==> src/hw/rtl/pfcr_pkg.sv <==
package pfcr_pkg;

    localparam int FONT_BYTES      = 512;
    localparam int MAX_GLYPH_WIDTH = 16;
    localparam int MAX_COLUMNS     = 1024;

    localparam int ADDR_W  = $clog2(FONT_BYTES);
    localparam int COLS_W  = $clog2(MAX_GLYPH_WIDTH + 1);
    localparam int COUNT_W = 10;
    localparam int CODE_W  = 6;
    localparam int COLOR_W = 3;
    localparam int LIMIT_W = 7;
    localparam int BYTE_W  = 8;
    localparam int FADDR_W = 9;

    localparam int S_TDATA_W = 32;
    localparam int M_TDATA_W = 24;

    localparam logic [COUNT_W-1:0] INDEX_CAP =
        (MAX_COLUMNS > 1024) ? COUNT_W'(1023) : COUNT_W'(MAX_COLUMNS - 1);
    localparam logic [LIMIT_W-1:0] LIMIT_RESET = LIMIT_W'(64);

    localparam logic OP_WRITE  = 1'b0;
    localparam logic OP_RENDER = 1'b1;

    typedef enum logic [1:0] {
        ST_IDLE,
        ST_WALK,
        ST_COLS,
        ST_GAP
    } pfcr_state_t;

    typedef struct packed {
        logic write_font;
        logic load_char;
        logic walk_step;
        logic start_cols;
        logic emit_col;
        logic emit_gap;
    } pfcr_cmd_t;

    typedef struct packed {
        logic remain_zero;
        logic width_zero;
        logic cols_last;
        logic out_free;
    } pfcr_status_t;

endpackage

==> src/hw/rtl/pfcr_ctrl.sv <==
module pfcr_ctrl
    import pfcr_pkg::*;
(
    input  logic         aclk,
    input  logic         aresetn,
    input  logic         s_tvalid,
    input  logic         s_op,
    output logic         s_tready,
    input  pfcr_status_t status,
    output pfcr_cmd_t    cmd
);

    pfcr_state_t state_reg, state_next;

    always_ff @(posedge aclk) begin
        if (!aresetn) begin
            state_reg <= ST_IDLE;
        end else begin
            state_reg <= state_next;
        end
    end

    always_comb begin
        state_next = state_reg;
        cmd        = '0;
        s_tready   = 1'b0;
        case (state_reg)
            ST_IDLE: begin
                s_tready = 1'b1;
                if (s_tvalid) begin
                    if (s_op == OP_RENDER) begin
                        cmd.load_char = 1'b1;
                        state_next    = ST_WALK;
                    end else begin
                        cmd.write_font = 1'b1;
                    end
                end
            end
            ST_WALK: begin
                // hop over one glyph per cycle until the wanted one is reached
                if (!status.remain_zero) begin
                    cmd.walk_step = 1'b1;
                end else if (status.width_zero) begin
                    state_next = ST_IDLE;
                end else begin
                    cmd.start_cols = 1'b1;
                    state_next     = ST_COLS;
                end
            end
            ST_COLS: begin
                if (status.out_free) begin
                    cmd.emit_col = 1'b1;
                    if (status.cols_last) begin
                        state_next = ST_GAP;
                    end
                end
            end
            ST_GAP: begin
                if (status.out_free) begin
                    cmd.emit_gap = 1'b1;
                    state_next   = ST_IDLE;
                end
            end
            default: begin
                state_next = ST_IDLE;
            end
        endcase
    end

endmodule

==> config.mk <==
export PLATFORM = sky130hd
export DESIGN_NAME = pfcr_ctrl
export DESIGN_NICKNAME = d
export VERILOG_FILES = /design/src/hw/rtl/pfcr_pkg.sv /design/src/hw/rtl/pfcr_ctrl.sv
export SDC_FILE = /design/constraint.sdc
export NUM_CORES = 1
export LEC_CHECK = 0
export BUFFER_PORTS_ARGS = -buffer_cell sky130_fd_sc_hd__buf_2
export CAP_MARGIN = 20
export CORE_AREA = 4 4 41 43
export CTS_BUF_LIST = sky130_fd_sc_hd__clkbuf_4 sky130_fd_sc_hd__clkbuf_8
export DETAILED_ROUTE_END_ITERATION = 7
export DIE_AREA = 0 0 45 47
export GPL_ROUTABILITY_DRIVEN = 0
export GPL_TIMING_DRIVEN = 0
export PLACE_DENSITY = 0.43
export SKIP_CTS_REPAIR_TIMING = 1
export SYNTH_ARGS = -nofsm -noshare
export SYNTH_HDL_FRONTEND = slang
export SYNTH_SLANG_ARGS = --single-unit
==> constraint.sdc <==
create_clock -name aclk -period 2.25 [get_ports aclk]
set_input_delay 0.225 -clock aclk [delete_from_list [all_inputs] [get_ports aclk]]
set_output_delay 0.225 -clock aclk [all_outputs]
set_load 0.02 [all_outputs]
==> results of run 1 <==
[layer usage]
layer	vias to the layer above	share of wire (%)	global-route usage [%]
met2	11	40	5.08
met3	0	18	4.60
li1	101	-	-
met5	-	0	0
met1	67	41	5.66
met4	0	0	3.51
[kinds of logic (layout without fill, tap and decap cells)]
logic type / count (synthesis) / after routing / share of synthesized area [%]
simple gates: 13 / 13 / 58.4
compound gates: 3 / 3 / 13.3
buf+inv: 0 / 17 / 0
flops: 2 / 2 / 28.3
[layout make-up]
type / count / area (µm²) / area share [%]
flip-flops and latches: 2 / 40.0 / 15.8
multi-input cells: 16 / 101 / 40.1
repair buffers: 14 / 70.1 / 27.7
well taps: 15 / 18.8 / 7.43
clock buffers: 3 / 22.5 / 8.91
[worst paths after layout]
| path | to | cells after the start |
|---|---|---|
| setup / recovery | cmd[3] | 2 |
| hold / removal | state_reg[0] | 2 |
| setup reg to reg | state_reg[0] | 3 |
| hold reg to reg | flip-flop | 2 |
[report_power, final]
group / internal, µW / leakage (µW) / switching, µW
Combinational: 13.4 / 0.0000964 / 15.0
Clock: 58.7 / 0.0000138 / 19.1
Sequential: 37.4 / 0.0000163 / 2.91
[synthesized netlist by cell type, drive strengths merged]
cell	instances
nor2b	1
a21oi	1
nor2	3
o21ai	1
o31a	1
and3	2
nand2	4
and4bb	1
dfxtp	2
nand4b	1
nor3b	1
[per-stage QoR]
| step | power, µW | worst slack [ps] |
|---|---|---|
| CTS | 153 | 854 |
| global route | 158 | 746 |
| global placement | 69.9 | 1060 |
| floorplan | 56.0 | 980 |
| detailed placement | 70.0 | 1090 |
| finish | 147 | 896 |
==> metrics, run 1 <==
Post-Syn Nets=26; min cycle time layout=1350 ps; Die X=45 µm; Worst-path clk slew=30 ps; Syn Area/Cell=7.85 µm²; # fillers=155; layout cells sized above 1=60.0%; vias in the first global route=153; dpl cell area=230 µm²; cts bufs inserted=3; LEAKAGE=0.000127 µW; Total Neg Setup Slack=0 ps; HP Start=aresetn; first-pass detailed-route iteration total=1; Non-Filler Instances=50; crit-path max cell delay=430 ps; Power Density=580 mW/mm²; GRT overflow=0; final core area utilization=19.4%; area of the core=0.00130 mm²; Clock Skews=3.95 ps; clk sinks=2; Slew Limit Fails=0; CTS Root Buffer Type=clkbuf_4; Clock Latency Late Sink=220 ps; worst slew pin tran=237 ps; YS warnings=0; crit path DAT=1130 ps; Die ar.=0.00212 mm²; drt initial violations=0; CP Launch Type=flip-flop; FF-to-FF setup slack=1140 ps; die height=47 µm; std cell rows=13; hold slack final=233 ps; CP top delay family=flip-flops; fin crit share=60.2%; I/O Buffers=14; top cells by area, synth=dfxtp_1 (28%), nand2_1 (11%), and4bb_2 (8.8%), and3_4 (8.0%), nand4b_1 (6.2%); CP Cell Sequence=nor3b_1 > buf_2; WP buf/inv=1; CTS tree=built; share of the synthesized area in the top cell type=28.3%; sequential area share after synthesis=28.3%; setup violators final=0; Design Area, Final=253 µm²; synth unique cells=13; Slowest cell on crit path=dfxtp_1; wire length per cell=8.52 µm; RSZ-0062 raised after global routing=false; Max Root-Sink Buffers=2; max_slew headroom=84.2%; DRC viols=0; HP Class=input pin to flip-flop; CP Launch Point=state_reg[0]; CP required=2030 ps; via density per instance=3.58; Setup CP Type=flip-flop to output pin; Final Hold Fails=0; Mapped Area=141 µm²; Diodes inserted=0; flops & latches, synth=2; H-tree Lvls=1; area delta synth->final=78.8%; initial antenna violation count=0; Max-cap violations=0; Crit Path Max Fanout=8; IO Count=15; peak supply drop=161 µV; largest net degree at the start of global routing=9; most frequent cells in the layout=buf_2 (14), nand2_1 (4), clkbuf_4 (3), nor2_1 (2), dfxtp_1 (2); FMAX=738 MHz; Placed Cells=47; Mapped Cells=18; status=finished clean; routed via count=179; first-pass GRT wire length=655 µm; global-route usage over all layers=4.81%; initial core utilization=10.9%; commonest non-fill, non-tap cell in the layout=buf_2; Yosys top cell by area=dfxtp_1; crit end category=output pin; WL final=426 µm; NumNets Final=45; antenna-violating nets left=0
Note: power is estimated with default switching activity, not from simulation.
==> run 2, diff against run 1 <==
--- a/config.mk
+++ b/config.mk
@@ -13,7 +13,7 @@
 export DIE_AREA = 0 0 45 47
 export GPL_ROUTABILITY_DRIVEN = 0
 export GPL_TIMING_DRIVEN = 0
-export PLACE_DENSITY = 0.43
+export PLACE_DENSITY = 0.44
 export SKIP_CTS_REPAIR_TIMING = 1
 export SYNTH_ARGS = -nofsm -noshare
 export SYNTH_HDL_FRONTEND = slang
==> constraint.sdc (replaced) <==
create_clock -name aclk -period 1.1 [get_ports aclk]
set_input_delay 0.11 -clock aclk [delete_from_list [all_inputs] [get_ports aclk]]
set_output_delay 0.11 -clock aclk [all_outputs]
set_load 0.02 [all_outputs]
==> run 2 against run 1 <==
Against the previous run:
- the flow now finishes with violations (negative setup slack)
- die area is the same
- combinational power grew to 2.6 times the previous value
- flip-flop and latch count unchanged
- sequential power is 100% higher
- clock skew decreased by 2.2 ps
- clock power is 110% higher
- setup slack lost 950 ps
- via count increased by 10%
- total power grew 120%
- first-iteration DRC count unchanged
- count of clock-buffer cells in the layout is the same
- global-route usage increased by 0.79 points
- largest cell class unchanged
==> metrics, run 2 (synthesis results as in run 1) <==
status=complete, but fails checks; failing checks=negative setup slack; FMAX=869 MHz; H-tree Lvls=1 (unchanged); Diodes inserted=0 (unchanged); I/O Buffers=14 (unchanged); first-pass GRT wire length=793 µm (+21%); hold slack final=132 ps (-101 ps); RSZ-0062 raised after global routing=true; HP Class=input pin to flip-flop; Max-cap violations=0 (unchanged); antenna-violating nets left=0 (unchanged); min cycle time layout=1150 ps; area of the core=0.00130 mm² (unchanged); area delta synth->final=116%; initial antenna violation count=0 (unchanged); Clock Skews=1.78 ps (-2.17 ps); die height=47 µm (unchanged); global-route usage over all layers=5.60% (+0.79 points); DRC viols=0 (unchanged); wire length per cell=11.1 µm (+30%); crit path setup slack, layout=-51.3 ps (-947 ps); LEAKAGE=0.000140 µW (+11%); Slew Limit Fails=0 (unchanged); Setup CP Type=flip-flop to output pin; clk sinks=2 (unchanged); CP Launch Type=flip-flop; Max Root-Sink Buffers=2 (unchanged); vias in the first global route=221 (+44%); NumNets Final=46 (+2.2%); Reg area=47.5 µm² (+19%); std cell rows=13 (unchanged); Non-Filler Instances=51 (+2.0%); initial core utilization=10.9% (unchanged); Clock Latency Late Sink=220 ps (about the same); Multi-input gate area=118 µm² (+16%); commonest non-fill, non-tap cell in the layout=buf_2; Power Density=1040 mW/mm² (+79%); first-pass detailed-route iteration total=1 (unchanged); largest net degree at the start of global routing=9 (unchanged); most frequent cells in the layout=buf_2 (10), nand2_1 (4), clkbuf_4 (3), buf_6 (3); Placed Cells=47 (unchanged); setup violators final=3 (+3); Die ar.=0.00212 mm² (unchanged); peak supply drop=391 µV (+140%); drt initial violations=0 (unchanged); IO Count=15 (unchanged); fin crit share=105%; CTS Root Buffer Type=clkbuf_4; Crit Path Max Fanout=7 (-1); CTS tree=built; layout cells sized above 1=69.4% (+9.4 points); Worst-path clk slew=30 ps (about the same); HPWL after DPL=371 µm; crit end category=output pin; cts bufs inserted=3 (unchanged); Final Hold Fails=0 (unchanged); GRT overflow=0 (unchanged); Die X=45 µm (unchanged); CP required=990 ps (-1040 ps); via density per instance=3.86 (+7.9%); crit path DAT=1040 ps (-90 ps); WL final=565 µm (+33%); # fillers=157 (+1.3%); worst slew pin tran=199 ps (-37.6 ps); routed via count=197 (+10%); max_slew headroom=86.7% (+2.5 points)
run 2: changes by cell type in the layout (fill, tap and decap cells not counted), moves of 2 or more:
cell	change
dfxtp_4	+2
dfxtp_1	-2
buf_4	+2
buf_6	+3
buf_2	-4
run 2: worst paths after layout:
kind	startpoint	end	slack (ps)	depth (start not counted)
worst min register to register	flip-flop	flip-flop	600	2
worst min-delay path	aresetn	state_reg[0]	130	2
worst max-delay path	flip-flop	cmd[2]	-50	2
worst max register to register	flip-flop	state_reg[0]	80	4
run 2: final cells by class:
cell class | count | area share (%)
sequential | 2 | 15.6
clock buffer | 3 | 7.38
timing repair buffer | 15 | 32.4
multi-input combinational | 16 | 38.5
tap | 15 | 6.15
run 2: stage by stage:
step	instance area [µm²]	setup WS (ps)	TNS [ps]	utilization, %	power [µW]
global placement	238	65.8	0	18.3	145
CTS	260	-94.0	-277	20.0	314
floorplan	149	17.9	0	-	116
global route	305	-85.9	-272	23.5	336
finish	305	-51.3	-72.9	23.5	317
detailed placement	238	60.8	0	18.3	145
run 2: worst max-delay path: stages (launching register included):
cell	delay, ps
dfxtp_4	360
and4bb_2	330
buf_6	120
run 2: report_power, final:
part | internal [µW] | switching [µW] | leakage [µW] | total, µW
sequential | 74.3 | 8.27 | 0.0000178 | 82.5
combinational | 39.0 | 35.1 | 0.000108 | 74.1
clock | 120 | 40.1 | 0.0000138 | 160
total | 233 | 83.5 | 0.000140 | 317
run 2: routing by layer:
metal	vias up	routed length, µm	track usage [%]
met4	0	0	7.02
met5	-	0	0
met1	80	253	6.79
met3	0	90	2.30
met2	15	220	6.50
li1	102	-	-
==> run 3, diff against run 2 <==
--- a/config.mk
+++ b/config.mk
@@ -18,3 +18,4 @@
 export SYNTH_ARGS = -nofsm -noshare
 export SYNTH_HDL_FRONTEND = slang
 export SYNTH_SLANG_ARGS = --single-unit
+export TNS_END_PERCENT = 20
==> constraint.sdc (replaced) <==
create_clock -name aclk -period 1.1 [get_ports aclk]
set_input_delay 0.275 -clock aclk [delete_from_list [all_inputs] [get_ports aclk]]
set_output_delay 0.275 -clock aclk [all_outputs]
set_load 0.02 [all_outputs]
==> run 3 against run 2 <==
Against the previous run:
- the run still ends with negative setup slack left
- via count rose by 3.6%
- setup slack got worse by 160 ps
- cell area increased by 8.6%
- sequential share of layout area decreased by 1.2 points
- register-to-register slack worse by 60 ps
- critical path depth did not move
- die area unchanged
- global-route usage shrank 0.40 points
- sequential power about the same
- largest cell class is now buffers
- highest routed layer unchanged
==> metrics, run 3 (synthesis results as in run 1) <==
HP Class=input pin to flip-flop; Power Density=986 mW/mm² (-5.1%); routed via count=204 (+3.6%); # fillers=160 (+1.9%); crit path DAT=1030 ps (about the same); Worst-path clk slew=30 ps (about the same); Post-Place Setup Slack=-69.2 ps (-130 ps); initial core utilization=10.9% (unchanged); failing checks=negative setup slack; Slowest cell on crit path=dfxtp_4; Placed Cells=47 (unchanged); fin crit share=119% (+14 points); WP buf/inv=1 (unchanged); DRC viols=0 (unchanged); antenna-violating nets left=0 (unchanged); crit end category=output pin; Die ar.=0.00212 mm² (unchanged); WL met1=247 µm (-2.4%); HPWL after DPL=360 µm (-2.8%); H-tree Lvls=1 (unchanged); met3 WL=84 µm (-6.7%); Clock Latency Late Sink=220 ps (about the same); final total power=327 µW (+3.1%); Die X=45 µm (unchanged); Non-Filler Instances=53 (+3.9%); largest net degree at the start of global routing=9 (unchanged); status=complete, but fails checks; WL final=492 µm (-13%); CP required=820 ps (-170 ps); Crit Path Max Fanout=8 (+1); drt initial violations=2 (+2); HP Start=aresetn; CP Cell Sequence=and4bb_2 > buf_6; IO Count=15 (unchanged); RSZ-0062 raised after global routing=true; Reg area=47.5 µm² (unchanged); Diodes inserted=0 (unchanged); setup violators final=7 (+4); Setup CP Type=flip-flop to output pin; crit path setup slack, layout=-210 ps (-158 ps); Total Neg Setup Slack=-988 ps (-915 ps); die height=47 µm (unchanged); CTS Root Buffer Type=clkbuf_4; area of the core=0.00130 mm² (unchanged); LEAKAGE=0.000153 µW (+9.1%); metal2 WL=160 µm (-27%); CTS tree=built; global-route usage over all layers=5.20% (-0.40 points); first-pass detailed-route iteration total=2 (+1); cts bufs inserted=3 (unchanged); NumNets Final=48 (+4.3%); Slew Limit Fails=0 (unchanged); peak supply drop=353 µV (-9.7%); CP top delay family=flip-flops; layout cells sized above 1=71.1% (+1.6 points); area delta synth->final=135%; std cell rows=13 (unchanged); Final Hold Fails=0 (unchanged); initial antenna violation count=0 (unchanged); most frequent cells in the layout=buf_2 (7), buf_4 (6), nand2_1 (4), buf_6 (4), clkbuf_4 (3); clk sinks=2 (unchanged); max_slew headroom=88.4% (+1.7 points); Max-cap violations=0 (unchanged); FF-to-FF setup slack=20 ps (-60 ps); crit-path max cell delay=370 ps (about the same); wire length per cell=9.28 µm (-16%); DR top layer=met3; Multi-input gate area=118 µm² (unchanged); I/O Buffers=14 (unchanged); worst slew pin tran=175 ps (-24.7 ps); min cycle time layout=1310 ps (+158 ps); first-pass GRT wire length=724 µm (-8.7%); GRT overflow=0 (unchanged); commonest non-fill, non-tap cell in the layout=buf_2; Clock Skews=2.84 ps (+1.06 ps); CP Launch Type=flip-flop; FMAX=764 MHz (-12%); vias in the first global route=176 (-20%); Max Root-Sink Buffers=2 (unchanged); via density per instance=3.85 (-0.35%)
==> run 3: changes by cell type in the layout (fill, tap and decap cells not counted), sizes merged <==
cell | before | now
buf | 15 | 17
==> run 3: worst paths after layout <==
path | to | depth (start not counted)
worst min register to register | flip-flop | 2
worst max-delay path | cmd[2] | 2
worst min-delay path | flip-flop | 2
worst max register to register | flip-flop | 4
==> run 3: area by class of cell <==
cell class / count / share of cell area [%]
flip-flops and latches: 2 / 14.3
well taps: 15 / 5.66
clock buffers: 3 / 6.79
multi-input cells: 16 / 35.5
repair buffers: 17 / 37.7
==> run 3: worst register-to-register path: stages (launching register included) <==
cell      delay, ps
dfxtp_4         390
and4bb_2        270
buf_4           130
a21oi_1         120
nor2b_1          60
==> run 3: report_power, final <==
part	internal (µW)	leakage [µW]	switching (µW)
logic	47.8	0.000121	35.6
registers	74.2	0.0000178	8.11
clock network	120	0.0000138	40.7
total	242	0.000153	84.5
==> run 3: per-layer routing <==
metal	global-route usage, %	up-vias
li1	-	109
met4	1.75	0
met1	6.77	80
met3	5.75	0
met5	0	-
met2	5.08	15
==> run 3: through the flow <==
step | util (%) | cell area, µm² | hold WS (ps)
global route | 25.5 | 332 | 288
detailed placement | 18.1 | 235 | 510
floorplan | - | 146 | 403
global placement | 18.1 | 235 | 510
finish | 25.5 | 332 | 278
CTS | 19.8 | 258 | 277
